$ cat config.mk
export PLATFORM = sky130hd
export DESIGN_NAME = rc_frame_decode_mode_logic
export DESIGN_NICKNAME = d
export VERILOG_FILES = /design/src/sv/rcfd_pkg.sv /design/src/sv/rcfd_sat_mac.sv /design/src/sv/rcfd_core.sv /design/src/sv/rc_frame_decode_mode_logic.sv
export SDC_FILE = /design/constraint.sdc
export NUM_CORES = 1
export LEC_CHECK = 0
export BUFFER_PORTS_ARGS = -buffer_cell sky130_fd_sc_hd__buf_4
export CAP_MARGIN = 20
export CELL_PAD_IN_SITES_DETAIL_PLACEMENT = 1
export CELL_PAD_IN_SITES_GLOBAL_PLACEMENT = 1
export CORE_MARGIN = 5
export CORE_UTILIZATION = 34
export DETAILED_ROUTE_END_ITERATION = 8
export PLACE_DENSITY_LB_ADDON = 0.1
export REMOVE_ABC_BUFFERS = 1
export SYNTH_ARGS = -nofsm -noshare
export SYNTH_HDL_FRONTEND = slang
export SYNTH_HIERARCHICAL = 1
export SYNTH_SLANG_ARGS = --single-unit
$ cat constraint.sdc
create_clock -name clk_i -period 8.8 [get_ports clk_i]
set_clock_uncertainty 0.2 [all_clocks]
set_input_delay 0.88 -clock clk_i [delete_from_list [all_inputs] [get_ports clk_i]]
set_output_delay 0.88 -clock clk_i [all_outputs]
set_load 0.05 [all_outputs]
$ cat src/sv/rcfd_pkg.sv
`timescale 1ns / 1ps
`default_nettype none

package rcfd_pkg;

  localparam int unsigned ChWidth      = 11;
  localparam int unsigned FrameWidth   = 48;
  localparam int unsigned GainWidth    = 16;
  localparam int unsigned TargetWidth  = 32;
  localparam int unsigned TrimWidth    = 16;
  localparam int unsigned OutTdataWidth = 104;

  // register indexes on the config port
  localparam logic CfgPitchGain = 1'b0;
  localparam logic CfgYawGain   = 1'b1;

  localparam logic [GainWidth-1:0] PitchGainRst = 16'd197;
  localparam logic [GainWidth-1:0] YawGainRst   = 16'd187;

  // two-bit switch positions
  localparam logic [1:0] SwNone = 2'd0;
  localparam logic [1:0] SwUp   = 2'd1;
  localparam logic [1:0] SwDown = 2'd2;
  localparam logic [1:0] SwMid  = 2'd3;

  localparam logic [1:0] ModeOff   = 2'd0;
  localparam logic [1:0] ModeTest  = 2'd1;
  localparam logic [1:0] ModeReady = 2'd2;

  localparam logic signed [1:0] BrakeLeft   = -2'sd1;
  localparam logic signed [1:0] BrakeCentre = 2'sd0;
  localparam logic signed [1:0] BrakeRight  = 2'sd1;

  typedef struct packed {
    logic                          pc_off;
    logic                          feeder_on;
    logic                          friction_on;
    logic signed [1:0]             brake_dir;
    logic [1:0]                    remote_mode;
    logic signed [TrimWidth-1:0]   pitch_trim_halves;
    logic signed [TargetWidth-1:0] yaw_target;
    logic signed [TargetWidth-1:0] pitch_target;
    logic signed [ChWidth-1:0]     chassis_speed;
  } rcfd_result_t;

  // raw channel minus centre 1024: flipping the top bit gives the signed offset
  function automatic logic signed [ChWidth-1:0] ch_offset(input logic [ChWidth-1:0] raw);
    ch_offset = {~raw[ChWidth-1], raw[ChWidth-2:0]};
  endfunction

endpackage

`default_nettype wire

$ cat src/sv/rcfd_sat_mac.sv
`timescale 1ns / 1ps
`default_nettype none

module rcfd_sat_mac (
  input  wire logic signed [rcfd_pkg::TargetWidth-1:0] acc_i,
  input  wire logic signed [rcfd_pkg::ChWidth-1:0]     delta_i,
  input  wire logic        [rcfd_pkg::GainWidth-1:0]   gain_i,
  output      logic signed [rcfd_pkg::TargetWidth-1:0] acc_o
);
  import rcfd_pkg::*;

  localparam int unsigned ProdWidth = ChWidth + GainWidth + 1;
  localparam int unsigned SumWidth  = TargetWidth + 2;

  logic signed [ProdWidth-1:0] prod;
  logic signed [SumWidth-1:0]  sum;

  always_comb begin
    prod = ProdWidth'(delta_i) * ProdWidth'($signed({1'b0, gain_i}));
    sum  = SumWidth'(acc_i) + SumWidth'(prod);
    // top three bits disagree: out of 32-bit range
    if (sum[SumWidth-1] && !(sum[SumWidth-2] && sum[TargetWidth-1])) begin
      acc_o = {1'b1, {(TargetWidth-1){1'b0}}};
    end else if (!sum[SumWidth-1] && (sum[SumWidth-2] || sum[TargetWidth-1])) begin
      acc_o = {1'b0, {(TargetWidth-1){1'b1}}};
    end else begin
      acc_o = sum[TargetWidth-1:0];
    end
  end

endmodule

`default_nettype wire

$ cat src/sv/rcfd_core.sv
`timescale 1ns / 1ps
`default_nettype none

module rcfd_core (
  input  wire logic                               clk_i,
  input  wire logic                               rst_ni,
  input  wire logic                               load_i,
  input  wire logic [rcfd_pkg::FrameWidth-1:0]    frame_i,
  input  wire logic [rcfd_pkg::GainWidth-1:0]     pitch_gain_i,
  input  wire logic [rcfd_pkg::GainWidth-1:0]     yaw_gain_i,
  output      rcfd_pkg::rcfd_result_t             result_o
);
  import rcfd_pkg::*;

  typedef enum logic [1:0] {
    ArmNone,
    ArmUp,
    ArmDown
  } arm_e;

  logic signed [ChWidth-1:0]     ch0, ch1, ch2, ch3;
  logic [1:0]                    s1, s2;
  logic signed [TargetWidth-1:0] pitch_sum, yaw_sum;

  arm_e                          arm_q, arm_d;
  logic signed [TrimWidth-1:0]   trim_q, trim_d;
  logic signed [TargetWidth-1:0] pitch_q, yaw_q;
  logic signed [ChWidth-1:0]     speed_q;
  logic [1:0]                    mode_q, mode_d;
  logic signed [1:0]             brake_q, brake_d;
  logic                          friction_q, friction_d;
  logic                          feeder_q, feeder_d;
  logic                          pc_off_q, pc_off_d;

  assign ch0 = ch_offset(frame_i[10:0]);
  assign ch1 = ch_offset(frame_i[21:11]);
  assign ch2 = ch_offset(frame_i[32:22]);
  assign ch3 = ch_offset(frame_i[43:33]);
  assign s2  = frame_i[45:44];
  assign s1  = frame_i[47:46];

  rcfd_sat_mac u_pitch_mac (
    .acc_i   (pitch_q),
    .delta_i (ch3),
    .gain_i  (pitch_gain_i),
    .acc_o   (pitch_sum)
  );

  rcfd_sat_mac u_yaw_mac (
    .acc_i   (yaw_q),
    .delta_i (ch2),
    .gain_i  (yaw_gain_i),
    .acc_o   (yaw_sum)
  );

  // trim counts on the return to centre after a push
  always_comb begin
    arm_d  = arm_q;
    trim_d = trim_q;
    if (ch0 != '0) begin
      arm_d = ch0[ChWidth-1] ? ArmDown : ArmUp;
    end else begin
      arm_d = ArmNone;
      if (arm_q == ArmUp && trim_q != {1'b0, {(TrimWidth-1){1'b1}}}) begin
        trim_d = trim_q + TrimWidth'(1);
      end else if (arm_q == ArmDown && trim_q != {1'b1, {(TrimWidth-1){1'b0}}}) begin
        trim_d = trim_q - TrimWidth'(1);
      end
    end
  end

  always_comb begin
    mode_d     = mode_q;
    brake_d    = brake_q;
    friction_d = friction_q;
    feeder_d   = feeder_q;
    pc_off_d   = pc_off_q;
    unique case (s2)
      SwUp: begin
        mode_d = ModeReady;
        unique case (s1)
          SwUp: begin
            friction_d = 1'b1;
            feeder_d   = 1'b1;
            brake_d    = BrakeRight;
          end
          SwDown: begin
            friction_d = 1'b0;
            feeder_d   = 1'b0;
            brake_d    = BrakeCentre;
          end
          SwMid: begin
            friction_d = 1'b1;
            feeder_d   = 1'b0;
            brake_d    = BrakeLeft;
          end
          default: ;
        endcase
      end
      SwMid: begin
        mode_d   = ModeTest;
        pc_off_d = (s1 == SwMid);
      end
      SwDown: begin
        mode_d  = ModeOff;
        brake_d = BrakeCentre;
      end
      default: ;
    endcase
  end

  always_ff @(posedge clk_i or negedge rst_ni) begin
    if (!rst_ni) begin
      arm_q      <= ArmNone;
      trim_q     <= '0;
      pitch_q    <= '0;
      yaw_q      <= '0;
      speed_q    <= '0;
      mode_q     <= ModeOff;
      brake_q    <= BrakeCentre;
      friction_q <= 1'b0;
      feeder_q   <= 1'b0;
      pc_off_q   <= 1'b0;
    end else if (load_i) begin
      arm_q      <= arm_d;
      trim_q     <= trim_d;
      pitch_q    <= pitch_sum;
      yaw_q      <= yaw_sum;
      speed_q    <= ch1;
      mode_q     <= mode_d;
      brake_q    <= brake_d;
      friction_q <= friction_d;
      feeder_q   <= feeder_d;
      pc_off_q   <= pc_off_d;
    end
  end

  // state registers double as the result register
  always_comb begin
    result_o.chassis_speed     = speed_q;
    result_o.pitch_target      = pitch_q;
    result_o.yaw_target        = yaw_q;
    result_o.pitch_trim_halves = trim_q;
    result_o.remote_mode       = mode_q;
    result_o.brake_dir         = brake_q;
    result_o.friction_on       = friction_q;
    result_o.feeder_on         = feeder_q;
    result_o.pc_off            = pc_off_q;
  end

endmodule

`default_nettype wire

$ cat src/sv/rc_frame_decode_mode_logic.sv
// Remote-control frame decoder: stick channels, gain-scaled pitch/yaw targets, trim, mode flags.
// Frames pass the input register, then load the core state registers (the result register).
// Throughput: one frame per cycle unless the output stalls; each register holds one request.
// Reset (rst_ni low, async): targets, trim and flags clear, gains return to 197 and 187.
`timescale 1ns / 1ps
`default_nettype none

module rc_frame_decode_mode_logic (
  input  wire logic                                  clk_i,
  input  wire logic                                  rst_ni,
  input  wire logic                                  s_axis_tvalid,
  output      logic                                  s_axis_tready,
  // rc_frame_bits
  input  wire logic [rcfd_pkg::FrameWidth-1:0]       s_axis_tdata,
  output      logic                                  m_axis_tvalid,
  input  wire logic                                  m_axis_tready,
  // chassis_speed, pitch_target, yaw_target, pitch_trim_halves, remote_mode,
  // brake_dir, friction_on, feeder_on, pc_off, zero pad
  output      logic [rcfd_pkg::OutTdataWidth-1:0]    m_axis_tdata,
  input  wire logic                                  cfg_valid_i,
  output      logic                                  cfg_ready_o,
  input  wire logic                                  cfg_index_i,
  input  wire logic [rcfd_pkg::GainWidth-1:0]        cfg_data_i
);
  import rcfd_pkg::*;

  localparam int unsigned ResWidth = $bits(rcfd_result_t);

  logic                  in_valid_q, in_valid_d;
  logic [FrameWidth-1:0] frame_q;
  logic                  out_valid_q, out_valid_d;
  logic                  advance;
  logic [GainWidth-1:0]  pitch_gain_q, yaw_gain_q;
  rcfd_result_t          result;

  assign advance       = in_valid_q && (!out_valid_q || m_axis_tready);
  assign s_axis_tready = !in_valid_q || advance;
  assign in_valid_d    = (s_axis_tvalid && s_axis_tready) || (in_valid_q && !advance);
  assign out_valid_d   = advance || (out_valid_q && !m_axis_tready);
  assign cfg_ready_o   = 1'b1;

  always_ff @(posedge clk_i or negedge rst_ni) begin
    if (!rst_ni) begin
      in_valid_q   <= 1'b0;
      out_valid_q  <= 1'b0;
      pitch_gain_q <= PitchGainRst;
      yaw_gain_q   <= YawGainRst;
    end else begin
      in_valid_q  <= in_valid_d;
      out_valid_q <= out_valid_d;
      if (cfg_valid_i) begin
        unique case (cfg_index_i)
          CfgPitchGain: pitch_gain_q <= cfg_data_i;
          CfgYawGain:   yaw_gain_q   <= cfg_data_i;
          default: ;
        endcase
      end
    end
  end

  always_ff @(posedge clk_i) begin
    if (s_axis_tvalid && s_axis_tready) begin
      frame_q <= s_axis_tdata;
    end
  end

  rcfd_core u_core (
    .clk_i        (clk_i),
    .rst_ni       (rst_ni),
    .load_i       (advance),
    .frame_i      (frame_q),
    .pitch_gain_i (pitch_gain_q),
    .yaw_gain_i   (yaw_gain_q),
    .result_o     (result)
  );

  assign m_axis_tvalid = out_valid_q;
  assign m_axis_tdata  = {{(OutTdataWidth-ResWidth){1'b0}}, result};

endmodule

`default_nettype wire
* Yosys cells after proc, flatten, opt, wreduce, memory -nomap -nowiden
Index checks and enable logic that the tools add are counted.
Word-level totals: register bits 182, input port bits 70, output and inout port bits 107, word-level logic and storage cells 93
Cells by class: add/sub/neg operators 4, $mul 2, equality and inequality tests 11, multiplexer cells 13, bitwise operators 6, reduce and logical (&&, ||, !) cells 42
Operators with widths (count):
- $mux W32 | 4
- $add A32 B28 Y33 | 2
- $mul A11 B17 Y28 | 2
- $mux W16 | 2
- $add A16 B2 Y16 const B | 1
- $ne A16 B15 Y1 const B | 1
- $ne A16 B16 Y1 const B | 1
- $sub A16 B2 Y16 const B | 1
- $logic_and A1 B1 Y1 | 12
- $pmux W2 S3 | 2
- $reduce_and A3 Y1 | 4
- $reduce_bool A11 Y1 | 1
- $eq A2 B2 Y1 const B | 5
- $logic_not A1 Y1 | 8
- $reduce_and A2 Y1 | 4
- $reduce_bool A2 Y1 | 4
- $eq A2 B1 Y1 const B | 3
- $logic_or A1 B1 Y1 | 6
- $not A1 Y1 | 6
- $mux W2 | 2
- $ne A4 B1 Y1 const B | 1
- $pmux W1 S2 | 2
- $pmux W2 S2 | 1
- $reduce_or A2 Y1 | 2
- $reduce_bool A3 Y1 | 1

* Depth between registers and ports, before layout
Gate-level depths: netlist of run 1.
depth in word-level cells 7, mapped depth 24, mapped depth without buffers 21

* By module
Netlist of run 1, hierarchy kept.
Modules (own cells, without submodules):
- rcfd_sat_mac at u_core.u_pitch_mac | instances 1, cells an instance 929, area an instance 7632.3 sq um, seq. area each 0.0 sq um
- rcfd_sat_mac at u_core.u_yaw_mac | instances 1, cells an instance 917, area an instance 7538.5 sq um, seq. area each 0.0 sq um
- rcfd_core | instances 1, cells an instance 370, area an instance 4664.5 sq um, seq. area each 2502.4 sq um
- rc_frame_decode_mode_logic | instances 1, cells an instance 134, area an instance 2850.2 sq um, seq. area each 2304.7 sq um

* Worst setup path before layout of run 1
OpenSTA, ideal clock, no wires.
path kind reg-to-reg, from register pitch_gain_q[7], to register u_core.pitch_q[11], setup time 0.125 ns, arrival 5.908 ns, data required time 8.475 ns, setup slack 2.567 ns, cell stages (with the launch flop) 21, buffers on the path 1, period minus slack after synthesis 6.233 ns, path through dfstp_2 > clkbuf_1 > nand2_1 > fa_1 > fa_1 > inv_1 > fa_1 > fa_1 > inv_1 > fa_1 > inv_1 > ha_1 > or2_1 > a21oi_2 > nor2_1 > a2111oi_4 > o21ai_2 > mux2i_4 > and2_1 > maj3_1 > mux2_2
Between the ends: longest elaborated chain between the ends 6, elaborated cells on any way between the ends 10, classes of those cells 1 x add/sub; 1 x mul; 2 x mux; 6 x reduce/logical
RTL lines:
- start, declared | line rc_frame_decode_mode_logic.sv:33 | logic [GainWidth-1:0] pitch_gain_q, yaw_gain_q;
- start signal, assigned | line rc_frame_decode_mode_logic.sv:46 | pitch_gain_q <= PitchGainRst;
- start signal, assigned | line rc_frame_decode_mode_logic.sv:53 | CfgPitchGain: pitch_gain_q <= cfg_data_i;
- $mul A11 B17 Y28 * | line rcfd_sat_mac.sv:19 | prod = ProdWidth'(delta_i) * ProdWidth'($signed({1'b0, gain_i}));
- $add A32 B28 Y33 * | line rcfd_sat_mac.sv:20 | sum = SumWidth'(acc_i) + SumWidth'(prod);
- $logic_not A1 Y1 (tied with other cells) | line rcfd_sat_mac.sv:24 | end else if (!sum[SumWidth-1] && (sum[SumWidth-2] || sum[TargetWidth-1])) begin
- $logic_and A1 B1 Y1 / $logic_not A1 Y1 (equally long branches) | line rcfd_sat_mac.sv:24, rcfd_sat_mac.sv:22
- $mux W32 / $logic_and A1 B1 Y1 (equally long branches) | line rcfd_sat_mac.sv:24, rcfd_sat_mac.sv:22
- $mux W32 * | line rcfd_sat_mac.sv:22 | if (sum[SumWidth-1] && !(sum[SumWidth-2] && sum[TargetWidth-1])) begin
- net u_core.pitch_sum[11] | line rcfd_core.sv:23 | logic signed [TargetWidth-1:0] pitch_sum, yaw_sum;
- end signal, assigned | line rcfd_core.sv:127 | pitch_q <= pitch_sum;
- end, declared | line rcfd_core.sv:27 | logic signed [TargetWidth-1:0] pitch_q, yaw_q;
Mark *: on every way through the listed nets, which the timed path passes. The rest lies on a longest branch. A chain may end at the register's enable or synchronous reset.

* Worst setup path after layout of run 1
from register frame_q[32], to register u_core.yaw_q[16]
Between the ends: longest elaborated chain between the ends 7, elaborated cells on any way between the ends 11, classes of those cells 1 x add/sub; 1 x mul; 2 x mux; 1 x bitwise; 6 x reduce/logical
RTL lines:
- start, declared | line rc_frame_decode_mode_logic.sv:30 | logic [FrameWidth-1:0] frame_q;
- start signal, assigned | line rc_frame_decode_mode_logic.sv:63 | frame_q <= s_axis_tdata;
- $not A1 Y1 * | line rcfd_pkg.sv:48 | ch_offset = {~raw[ChWidth-1], raw[ChWidth-2:0]};
- net u_core.ch2[10] | line rcfd_core.sv:21 | logic signed [ChWidth-1:0] ch0, ch1, ch2, ch3;
- $mul A11 B17 Y28 * | line rcfd_sat_mac.sv:19
- $add A32 B28 Y33 * | line rcfd_sat_mac.sv:20
- $logic_not A1 Y1 (tied with other cells) | line rcfd_sat_mac.sv:24
- $logic_and A1 B1 Y1 / $logic_not A1 Y1 (equally long branches) | line rcfd_sat_mac.sv:24, rcfd_sat_mac.sv:22
- $mux W32 / $logic_and A1 B1 Y1 (equally long branches) | line rcfd_sat_mac.sv:24, rcfd_sat_mac.sv:22
- $mux W32 * | line rcfd_sat_mac.sv:22
- net u_core.yaw_sum[16] | line rcfd_core.sv:23
- end signal, assigned | line rcfd_core.sv:128 | yaw_q <= yaw_sum;
- end, declared | line rcfd_core.sv:27
Marks and branches as above.

==> impl_metrics.yaml, run 1 <==
clock_network:
  cts_made_buffers: 17
  cts_hold_buf: 0
  clk_pin_slew_worst_paths_ns: 0.08
  clockRootBuffer: "clkbuf_16"
  cts_setup_buffers: 0
  cts_resized: 0
  clock_sinks: 182
  clkLatencyLatePin_ns: 0.49
  cts_tree: "done"
  htreeDepth: 4
  clock_path_buffers: 2
setup_path:
  critPathCaptureType: "flip-flop"
  critPathLaunchType: "flip-flop"
  crit_type: "flip-flop to flip-flop"
  cp_max_fo: 23
  crit_arrival_ns: 7.51
  worst_ep_required_time_ns: 8.96
hold_path:
  hold_class: "flip-flop to flip-flop"
sta:
  fmax_mhz: 136
  setup_violations: 0
  layout_setup_ws_ns: 1.45
  period_needed_ns: 7.35
  setup_tns_ns: 0
  drv_slew: 0
  final-hold-violation-count: 0
  worstMarginPinSlew_ns: 1.08
  finalCritPeriodShare_pct: 83.5
  rsz0062_at_grt: "no"
  slew-limit-headroom_pct: 28.0
cells_and_area:
  seq_area_um2: 4810
  multi_input_area_um2: 15400
  fin_cells: 3329
  final_util_pct: 38.2
  fillers: 7513
  synthToLayoutAreaGrowth_pct: 11.2
  drive_gt1_share_pct: 15.4
  nNetsFinal: 3026
logic_synthesis:
  syn_inst: 2350
  yosys.area.top_type: "fa_1"
  yosys-top-cells-area: "fa_1 27%, dfrtp_1 14%, ha_1 11%"
  synth_common_cells: "533 x inv_1, 309 x fa_1, 277 x nand2_1, 198 x ha_1, 124 x dfrtp_1"
  synthFlopType: "dfrtp_1"
  netlist_area_um2: 22700
  yosys_warnings: 6
  ys_async_sr_fraction_pct: 73.6
  ys_seq_area_share_pct: 21.2
  ys_types: 88
  synth_enable_flop_cells: 48
  synth-seq-cells: 182
  synth_top_area_share_pct: 27.3
  synth_most_common_cell: "inv_1"
  syn_area_per_cell_um2: 9.65
routing:
  viasPerCell: 4.78
  firstDrtPassIters: 4
  dr_total_vias: 15900
  wire_per_inst_um: 18.6
  drt-initial-drc-count: 524
  routed_wl_mm: 61.9
  drc: 0
  ant_nets: 0
global_routing:
  track_usage_pct: 17.7
  overflow: 0
  grt_pass1_wl_mm: 101
  antenna_found_initial: 3
  grt_pass1_vias: 18074
  grt_max_degree: 83
die:
  ios: 177
  row_count: 94
  die_area_um2: 72000
  dieHeight_um: 268
  coreArea_um2: 66000
  start_util_pct: 34.4
  die_w_um: 268
placed_design:
  place_inst: 3293
  io_buffers: 169
  hpwl_mm: 50.4
  gp_congestion: 0.814
  place_ws_ns: 1.43
run_status:
  outcome: "finished, final reports clean"
run:
  cap_violations: 0
-- registers in the layout (all words and copies together) (netlist names) --
signal	cells
frame_q	48
u_core/pitch_q	32
u_core/yaw_q	32
pitch_gain_q	16
u_core/trim_q	16
yaw_gain_q	16
u_core/speed_q	11
u_core/arm_q	2
u_core/brake_q	2
u_core/mode_q	2
in_valid_q	1
m_axis_tvalid	1
u_core/feeder_q	1
u_core/friction_q	1
u_core/pc_off_q	1
-- cells in the final DEF, fill, tap and decap left out, types with 48 or more instances in the layout --
master and count:
nand2_1 277, a21oi_1 74, inv_1 533, fa_1 309
dfrtp_1 124, and2_1 108, mux2_2 100, o21ai_0 56
ha_1 198, buf_4 173, edfxtp_1 48
-- kinds of logic after synthesis --
logic type | count (synthesis) | share of synthesized area, %
AO/OA/AOI/OAI | 293 | 8.81
XOR/XNOR | 64 | 2.55
adder cells (fa/ha/maj) | 517 | 38.6
buffers and inverters | 633 | 11.1
flip-flops | 182 | 21.2
multiplexers | 114 | 5.86
other | 2 | 0.0331
AND/OR/NAND/NOR | 545 | 11.9
-- layer usage --
layer	track usage, %	routed length [um]	vias to the layer above
met1	23.4	28100	8172
met5	0	0	-
met4	3.75	920	0
met3	2.28	1280	37
li1	-	-	7544
met2	31.3	31600	147
-- through the flow --
| step | hold slack [ns] | area, um2 |
|---|---|---|
| 4_1_cts | 0.240 | 25200 |
| 3_5_place_dp | 0.230 | 24600 |
| 6_report | 0.232 | 25200 |
| 2_1_floorplan | 0.203 | 22200 |
| 5_1_grt | 0.256 | 25200 |
| 3_3_place_gp | 0.212 | 24600 |
-- critical path, stage by stage (launching register included) --
cell and delay [ns]:
edfxtp_1 0.37, inv_1 0.77, nor2b_1 0.25, fa_1 0.44
fa_1 0.51, fa_1 0.44, fa_1 0.50, inv_1 0.05
fa_1 0.50, inv_1 0.06, ha_1 0.41, o21ai_0 0.12
o21ai_0 0.22, o21ai_0 0.19, o32ai_2 0.40, o221ai_4 0.19
xor2_4 0.22, a21oi_2 0.66, buf_4 0.37, a21oi_2 0.05
mux2_2 0.28
-- final cells by class --
| class | instances | share of cell area [%] |
|---|---|---|
| multi-input combinational | 1540 | 61.0 |
| clock inverter | 13 | 0.615 |
| sequential | 182 | 19.1 |
| inverter | 533 | 7.93 |
| tap | 864 | 4.29 |
| clock buffer | 19 | 1.80 |
| timing repair buffer | 175 | 5.25 |
| antenna | 3 | 0.0298 |
-- final timing paths --
check	start	end	slack, ns	cells past startpoint
max	frame_q[32]	u_core/yaw_q[16]	1.45	20
min	frame_q[21]	u_core/speed_q[10]	0.23	1
max reg2reg	frame_q[32]	u_core/yaw_q[16]	1.45	20
min reg2reg	frame_q[21]	u_core/speed_q[10]	0.23	1
max in group asynchronous	rst_ni	yaw_gain_q[14]	6.77	2
min in group asynchronous	rst_ni	u_core/pitch_q[28]	0.28	1
Power of run 1 is left out: the tool's default activity adds up to more than one toggle a clock period on the data nets, which glitch-free logic cannot reach.
==> run 2, diff against run 1 <==
- clock period: 8.8 -> 6.75 ns (I/O delays scaled with it)
==> run 2 against run 1 <==
Against the previous run:
- count of clock-buffer cells in the layout is 1 lower
- global-route usage is 0.52 points higher
- hold slack worse by 0.14 ns
- via count is 2.6% higher
- core utilization is 1.0 points higher
- fmax is 14% higher
- cell area is 2.7% higher
- routed wire length is 3.9% higher
- sequential share of layout area is 0.47 points lower
- worst setup slack worse by 1.1 ns
- non-clock buffer count is 68 higher
- first-iteration DRC count is 4.6% lower
==> impl_metrics.yaml, run 2 (synthesized netlist as in run 1, its figures left out) <==
setup_path:
  crit_type: "flip-flop to flip-flop"
  r2r_slack_ns: 0.31
  cp_max_fo: 27
  rr_endpoint: "u_core/pitch_q[20]"
  r2r_start: "frame_q[37]"
  critPathLaunchType: "flip-flop"
  critPathCaptureType: "flip-flop"
  crit_arrival_ns: 6.65
  reg2regPathDepth: 19
  worst_ep_required_time_ns: 6.96
routing:
  ant_nets: 0
  drt-initial-drc-count: 500
  routed_wl_mm: 64.3
  wire_per_inst_um: 18.9
  firstDrtPassIters: 4
  dr_total_vias: 16314
  drc: 0
  viasPerCell: 4.80
sta:
  fmax_mhz: 155
  setup_violations: 0
  final-hold-violation-count: 0
  rsz0062_at_grt: "yes"
  hold_ws_ns: 0.0970
  setup_tns_ns: 0
  slew-limit-headroom_pct: 29.7
  worstMarginPinSlew_ns: 1.05
  layout_setup_ws_ns: 0.314
  finalCritPeriodShare_pct: 95.3
  period_needed_ns: 6.44
  drv_slew: 0
cells_and_area:
  largest_reg_flops: 48
  seq_area_um2: 4810
  reg_top3: "frame_q x48, u_core/pitch_q x32, u_core/yaw_q x32"
  fin_cells: 3396
  mostFrequentLayoutCell: "inv_1"
  fillers: 7511
  multi_input_area_um2: 15400
  drive_gt1_share_pct: 17.9
  synthToLayoutAreaGrowth_pct: 14.2
  nNetsFinal: 3095
  regMostFlops: "frame_q"
  layout_common_cells: "532 x inv_1, 309 x fa_1, 277 x nand2_1"
clock_network:
  cts_made_buffers: 17
  clockRootBuffer: "clkbuf_16"
  clock_sinks: 182
  cts_hold_buf: 0
  clock_path_buffers: 2
  clkLatencyLatePin_ns: 0.49
  cts_tree: "done"
  clk_pin_slew_worst_paths_ns: 0.09
  htreeDepth: 4
placed_design:
  place_inst: 3333
  io_buffers: 169
  hpwl_mm: 52.7
  gp_congestion: 0.822
  place_ws_ns: -0.0484
global_routing:
  antenna_found_initial: 2
  grt_max_degree: 87
  grt_pass1_vias: 18595
  overflow: 0
  grt_pass1_wl_mm: 104
  track_usage_pct: 18.2
die:
  die_w_um: 268
  row_count: 94
  ios: 177
  coreArea_um2: 66000
  dieHeight_um: 268
  die_area_um2: 72000
  start_util_pct: 34.4
run:
  cap_violations: 0
run_status:
  outcome: "finished, final reports clean"
hold_path:
  hold_class: "input port to asynchronous set/reset pin"
run 2: layer usage:
metal	global-route usage, %	vias to the layer above	wire [um]
li1	-	7678	-
met1	23.3	8407	28400
met2	32.9	174	33300
met3	2.44	53	1490
met4	4.22	2	1090
met5	0	-	7
run 2: how the worst max path moves through the flow:
stage,from,to,cells past startpoint
2_1_floorplan,u_core/pitch_q[10],u_core/pitch_q[16],21
3_3_place_gp,frame_q[27],u_core/yaw_q[28],19
3_5_place_dp,frame_q[32],u_core/yaw_q[28],20
4_1_cts,frame_q[28],u_core/yaw_q[5],20
5_1_grt,frame_q[37],u_core/pitch_q[5],19
6_report,frame_q[37],u_core/pitch_q[20],19
run 2: layout make-up:
type | instances | area share [%]
repair buffers | 243 | 7.52
inverters | 533 | 7.74
flip-flops and latches | 182 | 18.6
clock buffers | 18 | 1.66
multi-input cells | 1541 | 59.5
diodes | 1 | 0.00966
clock inverters | 14 | 0.792
well taps | 864 | 4.17
run 2: through the flow:
stage               util (%)  cell area [um2]
floorplan                  -            22200
global placement        37.7            24900
detailed placement      37.7            24900
CTS                     38.8            25600
global route            39.3            25900
finish                  39.3            25900
run 2: what timing repair did:
| item | CTS | global route |
|---|---|---|
| gates resized for setup | 1 | 7 |
| gates cloned | 0 | 1 |
| pin swaps | 0 | 4 |
| setup endpoints to repair | 21 | 58 |
| buffers inserted | 9 | 19 |
run 2: critical path: stages (launching register included):
cell       delay [ns]
edfxtp_1         0.64
nand2_1          0.15
fa_1             0.49
fa_1             0.52
inv_1            0.05
fa_1             0.50
fa_1             0.55
inv_1            0.06
fa_1             0.53
inv_1            0.04
ha_1             0.29
or2_1            0.26
a21oi_2          0.17
nor2_1           0.10
a2111oi_4        0.44
o21ai_2          0.18
mux2i_4          0.27
nand4_4          0.46
a21oi_2          0.29
mux2_2           0.18
Power of run 2 is left out for the same reason.
